## src/hw/rtl/ipid_pkg.sv

```systemverilog
// Shared widths, codes and stage payload types for the incremental PID block.
`default_nettype none

package ipid_pkg;

  localparam int SAMPLE_W = 16;
  localparam int ERR_W    = SAMPLE_W + 1;
  localparam int DERIV_W  = ERR_W + 1;
  localparam int SUM_W    = 21;
  localparam int GAIN_W   = 24;
  localparam int DUTY_W   = 16;
  localparam int FRAC_W   = 16;
  localparam int ACC_W    = DUTY_W + FRAC_W;
  localparam int PROD_P_W = GAIN_W + ERR_W;
  localparam int PROD_I_W = GAIN_W + SUM_W;
  localparam int PROD_D_W = GAIN_W + DERIV_W;
  localparam int INC_W    = 48;
  localparam int CFG_IDX_W  = 3;
  localparam int CFG_DATA_W = GAIN_W;

  typedef enum logic [CFG_IDX_W-1:0] {
    CFG_GAIN_P    = 3'd0,
    CFG_GAIN_I    = 3'd1,
    CFG_GAIN_D    = 3'd2,
    CFG_DUTY_FLOOR = 3'd3,
    CFG_DUTY_CEIL  = 3'd4
  } cfg_idx_t;

  localparam logic KIND_STEP  = 1'b0;
  localparam logic KIND_RESET = 1'b1;

  typedef struct packed {
    logic                      clear;
    logic signed [ERR_W-1:0]   err;
    logic signed [SUM_W-1:0]   esum;
    logic signed [DERIV_W-1:0] deriv;
  } s1_t;

  typedef struct packed {
    logic                       clear;
    logic signed [PROD_P_W-1:0] prod_p;
    logic signed [PROD_I_W-1:0] prod_i;
    logic signed [PROD_D_W-1:0] prod_d;
  } s2_t;

  typedef struct packed {
    logic                    clear;
    logic signed [INC_W-1:0] inc;
  } s3_t;

  typedef struct packed {
    logic signed [GAIN_W-1:0] gain_p;
    logic signed [GAIN_W-1:0] gain_i;
    logic signed [GAIN_W-1:0] gain_d;
    logic [DUTY_W-1:0]        duty_floor;
    logic [DUTY_W-1:0]        duty_ceiling;
  } cfg_t;

endpackage

`default_nettype wire

```

## src/hw/rtl/ipid_front.sv

```systemverilog
// Input stage: error, saturating integral and derivative, with the loop state.
`default_nettype none

module ipid_front #(
  parameter int SAMPLE_BITS    = 16,
  parameter int INTEGRAL_LIMIT = 500000
) (
  input  wire logic                           clk,
  input  wire logic                           rst,
  input  wire logic                           in_valid,
  input  wire logic                           kind,
  input  wire logic [ipid_pkg::SAMPLE_W-1:0]  target,
  input  wire logic [ipid_pkg::SAMPLE_W-1:0]  sample,
  input  wire logic                           down_ready,
  output logic                                ready,
  output logic                                s1_valid,
  output ipid_pkg::s1_t                       s1
);

  localparam int USE_W = (SAMPLE_BITS < ipid_pkg::SAMPLE_W) ? SAMPLE_BITS : ipid_pkg::SAMPLE_W;
  localparam logic [ipid_pkg::SAMPLE_W-1:0] MASK =
    {ipid_pkg::SAMPLE_W{1'b1}} >> (ipid_pkg::SAMPLE_W - USE_W);
  localparam logic signed [ipid_pkg::SUM_W:0] LIM_HI = INTEGRAL_LIMIT[ipid_pkg::SUM_W:0];
  localparam logic signed [ipid_pkg::SUM_W:0] LIM_LO = -LIM_HI;

  logic signed [ipid_pkg::SUM_W-1:0]   error_sum;
  logic signed [ipid_pkg::ERR_W-1:0]   last_error;
  logic [ipid_pkg::SAMPLE_W-1:0]       t_m;
  logic [ipid_pkg::SAMPLE_W-1:0]       s_m;
  logic signed [ipid_pkg::ERR_W-1:0]   err;
  logic signed [ipid_pkg::SUM_W:0]     sum_wide;
  logic signed [ipid_pkg::SUM_W-1:0]   error_sum_next;
  logic signed [ipid_pkg::DERIV_W-1:0] deriv;
  logic                                accept;

  assign ready  = !s1_valid || down_ready;
  assign accept = in_valid && ready;

  always_comb begin
    t_m = target & MASK;
    s_m = sample & MASK;
    err = $signed({1'b0, t_m}) - $signed({1'b0, s_m});
    sum_wide = $signed({error_sum[ipid_pkg::SUM_W-1], error_sum})
             + $signed({{(ipid_pkg::SUM_W + 1 - ipid_pkg::ERR_W){err[ipid_pkg::ERR_W-1]}}, err});
    if (sum_wide > LIM_HI) begin
      error_sum_next = LIM_HI[ipid_pkg::SUM_W-1:0];
    end else if (sum_wide < LIM_LO) begin
      error_sum_next = LIM_LO[ipid_pkg::SUM_W-1:0];
    end else begin
      error_sum_next = sum_wide[ipid_pkg::SUM_W-1:0];
    end
    deriv = $signed({err[ipid_pkg::ERR_W-1], err})
          - $signed({last_error[ipid_pkg::ERR_W-1], last_error});
  end

  always_ff @(posedge clk) begin
    if (rst) begin
      error_sum  <= '0;
      last_error <= '0;
      s1_valid   <= 1'b0;
    end else begin
      if (ready) begin
        s1_valid <= in_valid;
      end
      if (accept) begin
        if (kind == ipid_pkg::KIND_RESET) begin
          error_sum  <= '0;
          last_error <= '0;
        end else begin
          error_sum  <= error_sum_next;
          last_error <= err;
        end
      end
    end
  end

  always_ff @(posedge clk) begin
    if (accept) begin
      s1.clear <= (kind == ipid_pkg::KIND_RESET);
      s1.err   <= err;
      s1.esum  <= error_sum_next;
      s1.deriv <= deriv;
    end
  end

endmodule

`default_nettype wire

```

## src/hw/rtl/ipid_mac.sv

```systemverilog
// Gain products and their sum, two register stages.
`default_nettype none

module ipid_mac (
  input  wire logic           clk,
  input  wire logic           rst,
  input  wire logic           s1_valid,
  input  wire ipid_pkg::s1_t  s1,
  input  wire ipid_pkg::cfg_t cfg,
  input  wire logic           down_ready,
  output logic                ready,
  output logic                s3_valid,
  output ipid_pkg::s3_t       s3
);

  logic          s2_valid;
  ipid_pkg::s2_t s2;
  logic          ready3;
  logic signed [ipid_pkg::INC_W-1:0] inc;

  assign ready3 = !s3_valid || down_ready;
  assign ready  = !s2_valid || ready3;

  always_comb begin
    inc = $signed({{(ipid_pkg::INC_W - ipid_pkg::PROD_P_W){s2.prod_p[ipid_pkg::PROD_P_W-1]}},
                   s2.prod_p})
        + $signed({{(ipid_pkg::INC_W - ipid_pkg::PROD_I_W){s2.prod_i[ipid_pkg::PROD_I_W-1]}},
                   s2.prod_i})
        + $signed({{(ipid_pkg::INC_W - ipid_pkg::PROD_D_W){s2.prod_d[ipid_pkg::PROD_D_W-1]}},
                   s2.prod_d});
  end

  always_ff @(posedge clk) begin
    if (rst) begin
      s2_valid <= 1'b0;
      s3_valid <= 1'b0;
    end else begin
      if (ready) begin
        s2_valid <= s1_valid;
      end
      if (ready3) begin
        s3_valid <= s2_valid;
      end
    end
  end

  always_ff @(posedge clk) begin
    if (ready && s1_valid) begin
      s2.clear  <= s1.clear;
      s2.prod_p <= cfg.gain_p * s1.err;
      s2.prod_i <= cfg.gain_i * s1.esum;
      s2.prod_d <= cfg.gain_d * s1.deriv;
    end
    if (ready3 && s2_valid) begin
      s3.clear <= s2.clear;
      s3.inc   <= inc;
    end
  end

endmodule

`default_nettype wire

```

## src/hw/rtl/ipid_out.sv

```systemverilog
// Output accumulator with window clamp and the result register.
`default_nettype none

module ipid_out (
  input  wire logic                         clk,
  input  wire logic                         rst,
  input  wire logic                         s3_valid,
  input  wire ipid_pkg::s3_t                s3,
  input  wire ipid_pkg::cfg_t               cfg,
  input  wire logic                         out_stall,
  output logic                              ready,
  output logic                              out_valid,
  output logic [ipid_pkg::DUTY_W-1:0]       duty
);

  localparam int WIDE_W = ipid_pkg::INC_W + 1;

  logic [ipid_pkg::ACC_W-1:0]   drive_acc;
  logic [ipid_pkg::ACC_W-1:0]   drive_acc_next;
  logic signed [WIDE_W-1:0]     acc_sum;
  logic signed [WIDE_W-1:0]     hi;
  logic signed [WIDE_W-1:0]     lo;
  logic signed [WIDE_W-1:0]     acc_clamped;
  logic                         take;

  assign ready = !out_valid || !out_stall;
  assign take  = s3_valid && ready;

  always_comb begin
    lo = $signed({{(WIDE_W - ipid_pkg::ACC_W){1'b0}}, cfg.duty_floor,
                  {ipid_pkg::FRAC_W{1'b0}}});
    hi = $signed({{(WIDE_W - ipid_pkg::ACC_W){1'b0}}, cfg.duty_ceiling,
                  {ipid_pkg::FRAC_W{1'b0}}});
    acc_sum = $signed({{(WIDE_W - ipid_pkg::ACC_W){1'b0}}, drive_acc})
            + $signed({s3.inc[ipid_pkg::INC_W-1], s3.inc});
    acc_clamped = acc_sum;
    // ceiling first, floor last: floor wins when the window is inverted
    if (acc_clamped > hi) begin
      acc_clamped = hi;
    end
    if (acc_clamped < lo) begin
      acc_clamped = lo;
    end
    if (s3.clear) begin
      drive_acc_next = lo[ipid_pkg::ACC_W-1:0];
    end else begin
      drive_acc_next = acc_clamped[ipid_pkg::ACC_W-1:0];
    end
  end

  always_ff @(posedge clk) begin
    if (rst) begin
      drive_acc <= '0;
      out_valid <= 1'b0;
    end else begin
      if (ready) begin
        out_valid <= s3_valid;
      end
      if (take) begin
        drive_acc <= drive_acc_next;
      end
    end
  end

  always_ff @(posedge clk) begin
    if (take) begin
      duty <= drive_acc_next[ipid_pkg::ACC_W-1:ipid_pkg::FRAC_W];
    end
  end

endmodule

`default_nettype wire

```

## src/hw/rtl/incremental_pid_with_clamps.sv

```systemverilog
// Top level of the incremental PID controller with integral and output clamps.
//
// Input channel (in_valid / in_stall): one beat carries kind, target and sample.
// kind step runs one control step; kind reset clears the integral and the
// previous error and loads the output accumulator with duty_floor.
// Output channel (out_valid / out_stall): one beat carries duty for each input
// beat, in order.
// On the way from input beat to out_valid, the accepting edge loads error and
// integral, then come the gain products, the increment sum, and last the
// accumulate and clamp into the output register.
// Throughput is one beat per cycle while out_stall is low; the accumulator
// feedback closes inside the last stage, the integral one inside the first.
// Each stage advances when the stage after it is empty or moving, so a stalled
// output holds its beat while up to three more beats fill the stages behind
// it; in_stall rises only when all four are full and out_stall is high.
// Configuration writes (cfg_write, cfg_index, cfg_data) take effect at once;
// write only while no beat is in flight. Indexes beyond the list are dropped.
// Synchronous reset empties the pipeline, clears the integral, previous error
// and accumulator, and loads default gains of zero and a 0..65535 window.
`default_nettype none

module incremental_pid_with_clamps #(
  parameter int SAMPLE_BITS    = 16,
  parameter int INTEGRAL_LIMIT = 500000
) (
  input  wire logic                               clk,
  input  wire logic                               rst,
  input  wire logic                               in_valid,
  output logic                                    in_stall,
  input  wire logic                               kind,
  input  wire logic [ipid_pkg::SAMPLE_W-1:0]      target,
  input  wire logic [ipid_pkg::SAMPLE_W-1:0]      sample,
  output logic                                    out_valid,
  input  wire logic                               out_stall,
  output logic [ipid_pkg::DUTY_W-1:0]             duty,
  input  wire logic                               cfg_write,
  input  wire logic [ipid_pkg::CFG_IDX_W-1:0]     cfg_index,
  input  wire logic [ipid_pkg::CFG_DATA_W-1:0]    cfg_data
);

  ipid_pkg::cfg_t cfg;
  ipid_pkg::s1_t  s1;
  ipid_pkg::s3_t  s3;
  logic           s1_valid;
  logic           s3_valid;
  logic           front_ready;
  logic           mac_ready;
  logic           out_ready;

  always_ff @(posedge clk) begin
    if (rst) begin
      cfg.gain_p       <= '0;
      cfg.gain_i       <= '0;
      cfg.gain_d       <= '0;
      cfg.duty_floor   <= '0;
      cfg.duty_ceiling <= '1;
    end else if (cfg_write) begin
      unique case (cfg_index)
        ipid_pkg::CFG_GAIN_P:     cfg.gain_p <= cfg_data;
        ipid_pkg::CFG_GAIN_I:     cfg.gain_i <= cfg_data;
        ipid_pkg::CFG_GAIN_D:     cfg.gain_d <= cfg_data;
        ipid_pkg::CFG_DUTY_FLOOR: cfg.duty_floor <= cfg_data[ipid_pkg::DUTY_W-1:0];
        ipid_pkg::CFG_DUTY_CEIL:  cfg.duty_ceiling <= cfg_data[ipid_pkg::DUTY_W-1:0];
        default: ;
      endcase
    end
  end

  assign in_stall = !front_ready;

  ipid_front #(
    .SAMPLE_BITS    (SAMPLE_BITS),
    .INTEGRAL_LIMIT (INTEGRAL_LIMIT)
  ) u_front (
    .clk        (clk),
    .rst        (rst),
    .in_valid   (in_valid),
    .kind       (kind),
    .target     (target),
    .sample     (sample),
    .down_ready (mac_ready),
    .ready      (front_ready),
    .s1_valid   (s1_valid),
    .s1         (s1)
  );

  ipid_mac u_mac (
    .clk        (clk),
    .rst        (rst),
    .s1_valid   (s1_valid),
    .s1         (s1),
    .cfg        (cfg),
    .down_ready (out_ready),
    .ready      (mac_ready),
    .s3_valid   (s3_valid),
    .s3         (s3)
  );

  ipid_out u_out (
    .clk       (clk),
    .rst       (rst),
    .s3_valid  (s3_valid),
    .s3        (s3),
    .cfg       (cfg),
    .out_stall (out_stall),
    .ready     (out_ready),
    .out_valid (out_valid),
    .duty      (duty)
  );

endmodule

`default_nettype wire

```

## config.mk

```make
export PLATFORM = sky130hd
export DESIGN_NAME = incremental_pid_with_clamps
export DESIGN_NICKNAME = d
export VERILOG_FILES = /design/src/hw/rtl/ipid_pkg.sv /design/src/hw/rtl/ipid_front.sv /design/src/hw/rtl/ipid_mac.sv /design/src/hw/rtl/ipid_out.sv /design/src/hw/rtl/incremental_pid_with_clamps.sv
export SDC_FILE = /design/constraint.sdc
export NUM_CORES = 2
export LEC_CHECK = 0
export ABC_CLOCK_PERIOD_IN_PS = 23800
export BUFFER_PORTS_ARGS = -buffer_cell sky130_fd_sc_hd__clkbuf_2
export CORE_MARGIN = 2
export CORE_UTILIZATION = 50
export DETAILED_ROUTE_END_ITERATION = 8
export PLACE_DENSITY = 0.66
export REMOVE_ABC_BUFFERS = 1
export SLEW_MARGIN = 0
export SYNTH_ARGS = -nofsm -noshare
export SYNTH_HDL_FRONTEND = slang
export SYNTH_SLANG_ARGS = --single-unit
```

## constraint.sdc

```tcl
create_clock -name clk -period 23.8 [get_ports clk]
set_input_delay 0 -clock clk [delete_from_list [all_inputs] [get_ports clk]]
set_output_delay 0 -clock clk [all_outputs]
set_load 0.05 [all_outputs]
```

## Yosys cells after proc, flatten, opt, wreduce, memory -nomap -nowiden

Index checks and enable logic that the tools add are counted.

| word-level totals | value |
|---|---|
| flip-flop bits (word level) | 429 |
| latch bits | 0 |
| bits in writable memories | 0 |
| ROM bits | 0 |
| word-level logic and storage cells | 67 |
| memories kept | 0 |

| cells by class | value |
|---|---|
| add/sub/neg operators | 6 |
| multipliers | 3 |
| div/mod/pow operators | 0 |
| magnitude comparators | 4 |
| eq/ne operators | 4 |
| shifts and indexed selects | 0 |
| mux-type cells | 7 |
| bitwise gates (word level) | 0 |
| reduce and logical (&&, ||, !) cells | 20 |

Operators with widths:

| kind | number |
|---|---|
| 2-to-1 mux 32 bit | 2 |
| 2-to-1 mux 21 bit | 3 |
| adder 33 x 48 -> 49 bit | 1 |
| greater-than comparator 49 x 33 -> 1 bit | 1 |
| less-than comparator 49 x 33 -> 1 bit | 1 |
| 2-to-1 mux 49 bit | 1 |
| adder 46 x 42 -> 47 bit | 1 |
| adder 41 x 45 -> 46 bit | 1 |
| multiplier 24 x 21 -> 45 bit | 1 |
| multiplier 24 x 18 -> 42 bit | 1 |
| multiplier 24 x 17 -> 41 bit | 1 |
| adder 21 x 17 -> 22 bit | 1 |
| greater-than comparator 22 x 20 -> 1 bit, second input constant | 1 |
| less-than comparator 22 x 20 -> 1 bit, second input constant | 1 |
| subtractor 17 x 17 -> 18 bit | 1 |
| 2-to-1 mux 17 bit | 1 |
| subtractor 16 x 16 -> 17 bit | 1 |
| AND reduction 2 bit | 5 |
| equality test 3 x 2 -> 1 bit, second input constant | 2 |
| zero test 1 bit | 6 |
| logical AND 1 bit | 4 |
| logical OR 1 bit | 4 |
| equality test 3 x 1 -> 1 bit, second input constant | 1 |
| equality test 3 bit, second input constant | 1 |
| zero test 3 bit | 1 |

## Depth between registers and ports, before layout

| logic depth | value |
|---|---|
| depth after elaboration | 6 |
| mapped depth | 38 |
| mapped depth without buffers | 34 |

## Cells and area by module

Synthesis repeated with hierarchy kept, for this count alone.

| second synthesis, totals | value |
|---|---|
| cells, all modules | 7592 |
| area total of the unflattened synthesis | 72234.3 um^2 |

Modules (own cells, without submodules):

| module | instances | cells each | area each (um^2) | seq. area each (um^2) |
|---|---|---|---|---|
| ipid_mac | 1 | 5899 | 56511.7 | 5355.1 |
| ipid_front | 1 | 612 | 6072.1 | 2492.4 |
| ipid_out | 1 | 693 | 5470.2 | 1141.1 |
| incremental_pid_with_clamps | 1 | 388 | 4180.3 | 2082.0 |

## Worst setup path before layout

OpenSTA, ideal clock, no wires.

| path | value |
|---|---|
| kind | reg-to-reg |
| from | register u_out.out_valid |
| to | register u_mac.s2[0] in the netlist's numbering (enable) |
| library setup time | 0.814 ns |
| arrival | 10.110 ns |
| required time | 22.986 ns |
| slack | 12.875 ns |
| cell stages (with the launch flop) | 3 |
| path buffers | 0 |
| period minus slack after synthesis | 10.925 ns |
| cell sequence | dfxtp_1 > and3_1 > a21boi_0 |

| between the ends | value |
|---|---|
| longest elaborated chain between the ends | 5 |

Ends and longest elaborated chain:

| element | RTL line | source |
|---|---|---|
| from (decl) | ipid_out.sv:12 | `output logic out_valid,` |
| from (signal assigned) | ipid_out.sv:57 | `out_valid <= s3_valid;` |
| zero test 1 bit | ipid_out.sv:26 | `assign ready = !out_valid \|\| !out_stall;` |
| logical OR 1 bit | ipid_out.sv:26 |  |
| logical OR 1 bit | ipid_mac.sv:21 | `assign ready3 = !s3_valid \|\| down_ready;` |
| logical OR 1 bit | ipid_mac.sv:22 | `assign ready = !s2_valid \|\| ready3;` |
| logical AND 1 bit | ipid_mac.sv:48 | `if (ready && s1_valid) begin` |
| to (decl) | ipid_mac.sv:17 | `ipid_pkg::s2_t s2;` |

Every way passes these cells.
A chain may end at the register's enable or synchronous reset.

## Final worst setup path

| path | value |
|---|---|
| from | register u_mac.s3[0] (netlist name) |
| to | register u_out.drive_acc[4] in the netlist's numbering |

| between the ends | value |
|---|---|
| longest elaborated chain between the ends | 6 |

Ends and longest elaborated chain:

| element | RTL line | source |
|---|---|---|
| adder 33 x 48 -> 49 bit * | ipid_out.sv:35 | `+ $signed({s3.inc[ipid_pkg::INC_W-1], s3.inc});` |
| greater-than comparator 49 x 33 -> 1 bit | ipid_out.sv:38 | `if (acc_clamped > hi) begin` |
| 2-to-1 mux 49 bit * | ipid_out.sv:38 |  |
| less-than comparator 49 x 33 -> 1 bit | ipid_out.sv:41 | `if (acc_clamped < lo) begin` |
| 2-to-1 mux 32 bit * | ipid_out.sv:41 |  |
| 2-to-1 mux 32 bit * | ipid_out.sv:44 | `if (s3.clear) begin` |
| to (signal assigned) | ipid_out.sv:60 | `drive_acc <= drive_acc_next;` |
| to (decl) | ipid_out.sv:18 | `logic [ipid_pkg::ACC_W-1:0] drive_acc;` |

Mark *: on every way between the ends. The rest lies on a longest branch, timed or not.

==> metrics.txt <==
total length of routed wires=188000 um; clock slew at the register clock pins of the worst setup and hold paths=0.07 ns; global-route wire length before repair=303000 um; register area share after synthesis=15.8%; Worst Skew=0.0431 ns; DP Worst Slack=14.39 ns; critical path capture point type=register; layout cells sized above 1=4.31%; First-pass DRT Iterations=6; adder-cell area share of the yosys netlist=48.3%; vias in the first global route=54200; Final GP Congestion=0.919; PnR worst setup slack=14.24 ns; share of synthesized flip-flops with an asynchronous set or reset=0%; Worst Reg-to-Reg Cells=36; Simple-Gate Fraction of Synth Area=14.5%; max-slew violation count=0; clock share of power=17.0%; final setup fails=0; kind of critical path=register to register; Hold Path Cell Cnt=4; Clk Latency, worst-skew pair=0.64 ns; Finished Layout Cells=9281; Mapped Avg Cell Area=9.45 sq um; final core utilization=53.4%; P&R area growth vs syn=6.04%; boundary pin count=83; crit path max fanout=32; Max VDD drop=87.4 uV; Core Region=139000 sq um; CTS tree=built; # rows=137; Routed wire per std cell=20.3 um; CTS Hold Bufs=27; H-tree levels=2; cts repair resizes=0; Total GRT Usage=27.3%; Sink Count=428; DRC Markers=0; register share of total power=24.3%; RSZ-0062 raised after global routing=no; Final HPWL DP=151000 um; fraction of synthesized area in multiplexers=0.328%; MaxCap Viol Count=0; CTS buffer count=49; vias per cell=5.50; Syn Inst Count=7427; Tcrit/Tclk final=40.2%; Die H=379 um; DR iter-0 viols=2967; nets@finish=9303; P per Cell Area=63.7 nW/um^2; CP peak stage delay=0.53 ns; maximum buffer depth of the clock tree=3; Slew @ Worst Pin=1.34 ns; crit path launch type=register; final hold violations=0; largest net degree at the start of global routing=69; Cell variety after synth=93; net switching power=2.26 mW; status=complete, no violations; Worst slew margin=10.2%; # Post-CTS Setup Buffers=0; Internal=2.48 mW; vias after detailed routing=51000; Power, Total=4.74 mW; Yosys Warn Count=0; Sw Ratio=47.7%; Post-synth top flop=edfxtp_1; CP max stage cell=or4_1; leakage=33.0 nW; Hold WC Path Type=input port to register; Post-Syn Area=70200 sq um; Die W=379 um; die area=143000 sq um; Compound-Gate Fraction of Synth Area=8.60%; number of synthesized register bits=428; Starting Density=50.3%; XOR/XNOR Fraction of Synth Area=3.02%; CP required=24.37 ns; post-route antenna net violation count=0; fin crit period=9.56 ns; setup TNS=0 ns; fillcell total=12600; initial antenna violation count=4; Clock Root Buffer=clkbuf_16; Worst EP arrival=10.13 ns; combinational fraction of design power=58.7%; Cells after DPL=9161; I/O Buffers=82; main combinational cell family by area after synthesis=adder cells; Post-synth EDFFs=250; grt ovf=0; Peak Freq=0.105 GHz; Top cell by count, worst path=a21oi_1
synth_stat cells, types with 28 or more instances:
master / count / area share (%)
inv_1: 1441 / 7.7
fa_1: 1392 / 40
nand2_1: 1177 / 6.3
ha_1: 483 / 8.6
and2_1: 465 / 4.1
a21oi_1: 312 / 2.2
clkbuf_1: 303 / 1.6
edfxtp_1: 250 / 11
nor2_1: 198 / 1.1
dfxtp_1: 178 / 5.1
xnor2_1: 176 / 2.2
o21ai_0: 141 / 1.0
nand2b_1: 108 / 0.96
a21o_1: 90 / 0.96
xor2_1: 66 / 0.82
o21a_1: 56 / 0.60
nand3_1: 47 / 0.34
o211ai_1: 46 / 0.49
nor3_1: 43 / 0.31
o21bai_1: 36 / 0.39
nor2b_1: 34 / 0.30
a211oi_1: 29 / 0.31
nand4_1: 28 / 0.25
metal layers:
metal | up-vias | GRT usage [%] | routed length, um
li1 | 22900 | - | -
met1 | 26300 | 36.1 | 77700
met2 | 1535 | 46.2 | 91100
met3 | 332 | 2.95 | 10800
met4 | 4 | 10.4 | 8360
met5 | - | 0 | 27
area by class of cell:
| cell class | instances | area (sq um) | share of cell area, % |
|---|---|---|---|
| multi-input combinational | 5239 | 52500 | 70.6 |
| sequential | 428 | 11100 | 14.9 |
| inverter | 1442 | 5410 | 7.28 |
| tap | 1876 | 2350 | 3.16 |
| clock buffer | 69 | 1440 | 1.93 |
| timing repair buffer | 203 | 1390 | 1.87 |
| clock inverter | 23 | 249 | 0.335 |
| antenna | 1 | 2.50 | 0.00336 |
power groups by stage:
stage               registers, mW  clock network (mW)  logic (mW)
floorplan                    1.16                   0        1.79
global placement             1.16                   0        2.72
detailed placement           1.16                   0        2.75
CTS                          1.15               0.819        2.77
global route                 1.16               0.847        3.07
finish                       1.15               0.805        2.78
logic make-up after synthesis:
family	after synthesis
mux	21
simple gates	2181
xor+xnor	242
buf+inv	1760
compound gates	920
flops	428
fa+ha+maj	1875
final timing paths:
kind / startpoint / slack, ns / to
hold reg to reg: u_front.s1[56]$_DFFE_PP_ / 0.41 / u_mac.s2[128]$_DFFE_PP_
hold / removal: cfg_index[2] / 0.06 / cfg[1]$_SDFFE_PP1P_
setup reg to reg: u_mac.s3[0]$_DFFE_PP_ / 14.24 / u_out.drive_acc[4]$_SDFFE_PP0P_
setup / recovery: u_mac.s3[0]$_DFFE_PP_ / 14.24 / u_out.drive_acc[4]$_SDFFE_PP0P_
per-stage QoR:
stage	instance area (sq um)	hold WS [ns]
2_1_floorplan	68900	0.0691
3_3_place_gp	72400	0.241
3_5_place_dp	72400	0.273
4_1_cts	74400	0.0333
5_1_grt	74400	0.0784
6_report	74400	0.0557
registers in the layout, summed over array words and instances (netlist names), 16 cells and up:
name,count
cfg,104
u_mac.s3,48
u_front.error_sum,21
u_front.last_error,17
u_mac.s2,129
u_out.drive_acc,32
u_out.duty,16
u_front.s1,57
cell usage in the layout, fill, tap and decap left out, types with 13 or more instances in the layout:
cell / n
a21oi_1: 312
dfxtp_1: 178
nor3_1: 43
dlygate4sd3_1: 27
a21o_1: 90
or3_1: 13
a211oi_1: 29
mux2_2: 16
fa_1: 1392
nand4_1: 28
o211ai_1: 46
nand2b_1: 108
clkbuf_2: 81
buf_4: 95
o21a_1: 56
xor2_1: 66
nand3_1: 47
o21bai_1: 36
inv_1: 1440
xnor2_1: 176
ha_1: 483
a32oi_1: 14
nor2_1: 197
edfxtp_1: 250
o31ai_1: 23
a31oi_1: 22
clkbuf_16: 52
and2_1: 465
a22o_1: 13
o21ai_0: 141
nand2_1: 1177
and3_1: 23
nor2b_1: 33
critical path, delay by kind of cell, from the launching register on:
family	cells	cell delay, ns
xor gates and xnor gates	1	0.29
adders and majority gates	4	1.30
DFF	1	0.37
buffers and inverters	3	0.85
and+or+nand+nor	9	2.05
AOI/OAI and AO/OA	18	4.31
muxes	1	0.31
No activity file was read; power rests on OpenSTA's default activity.
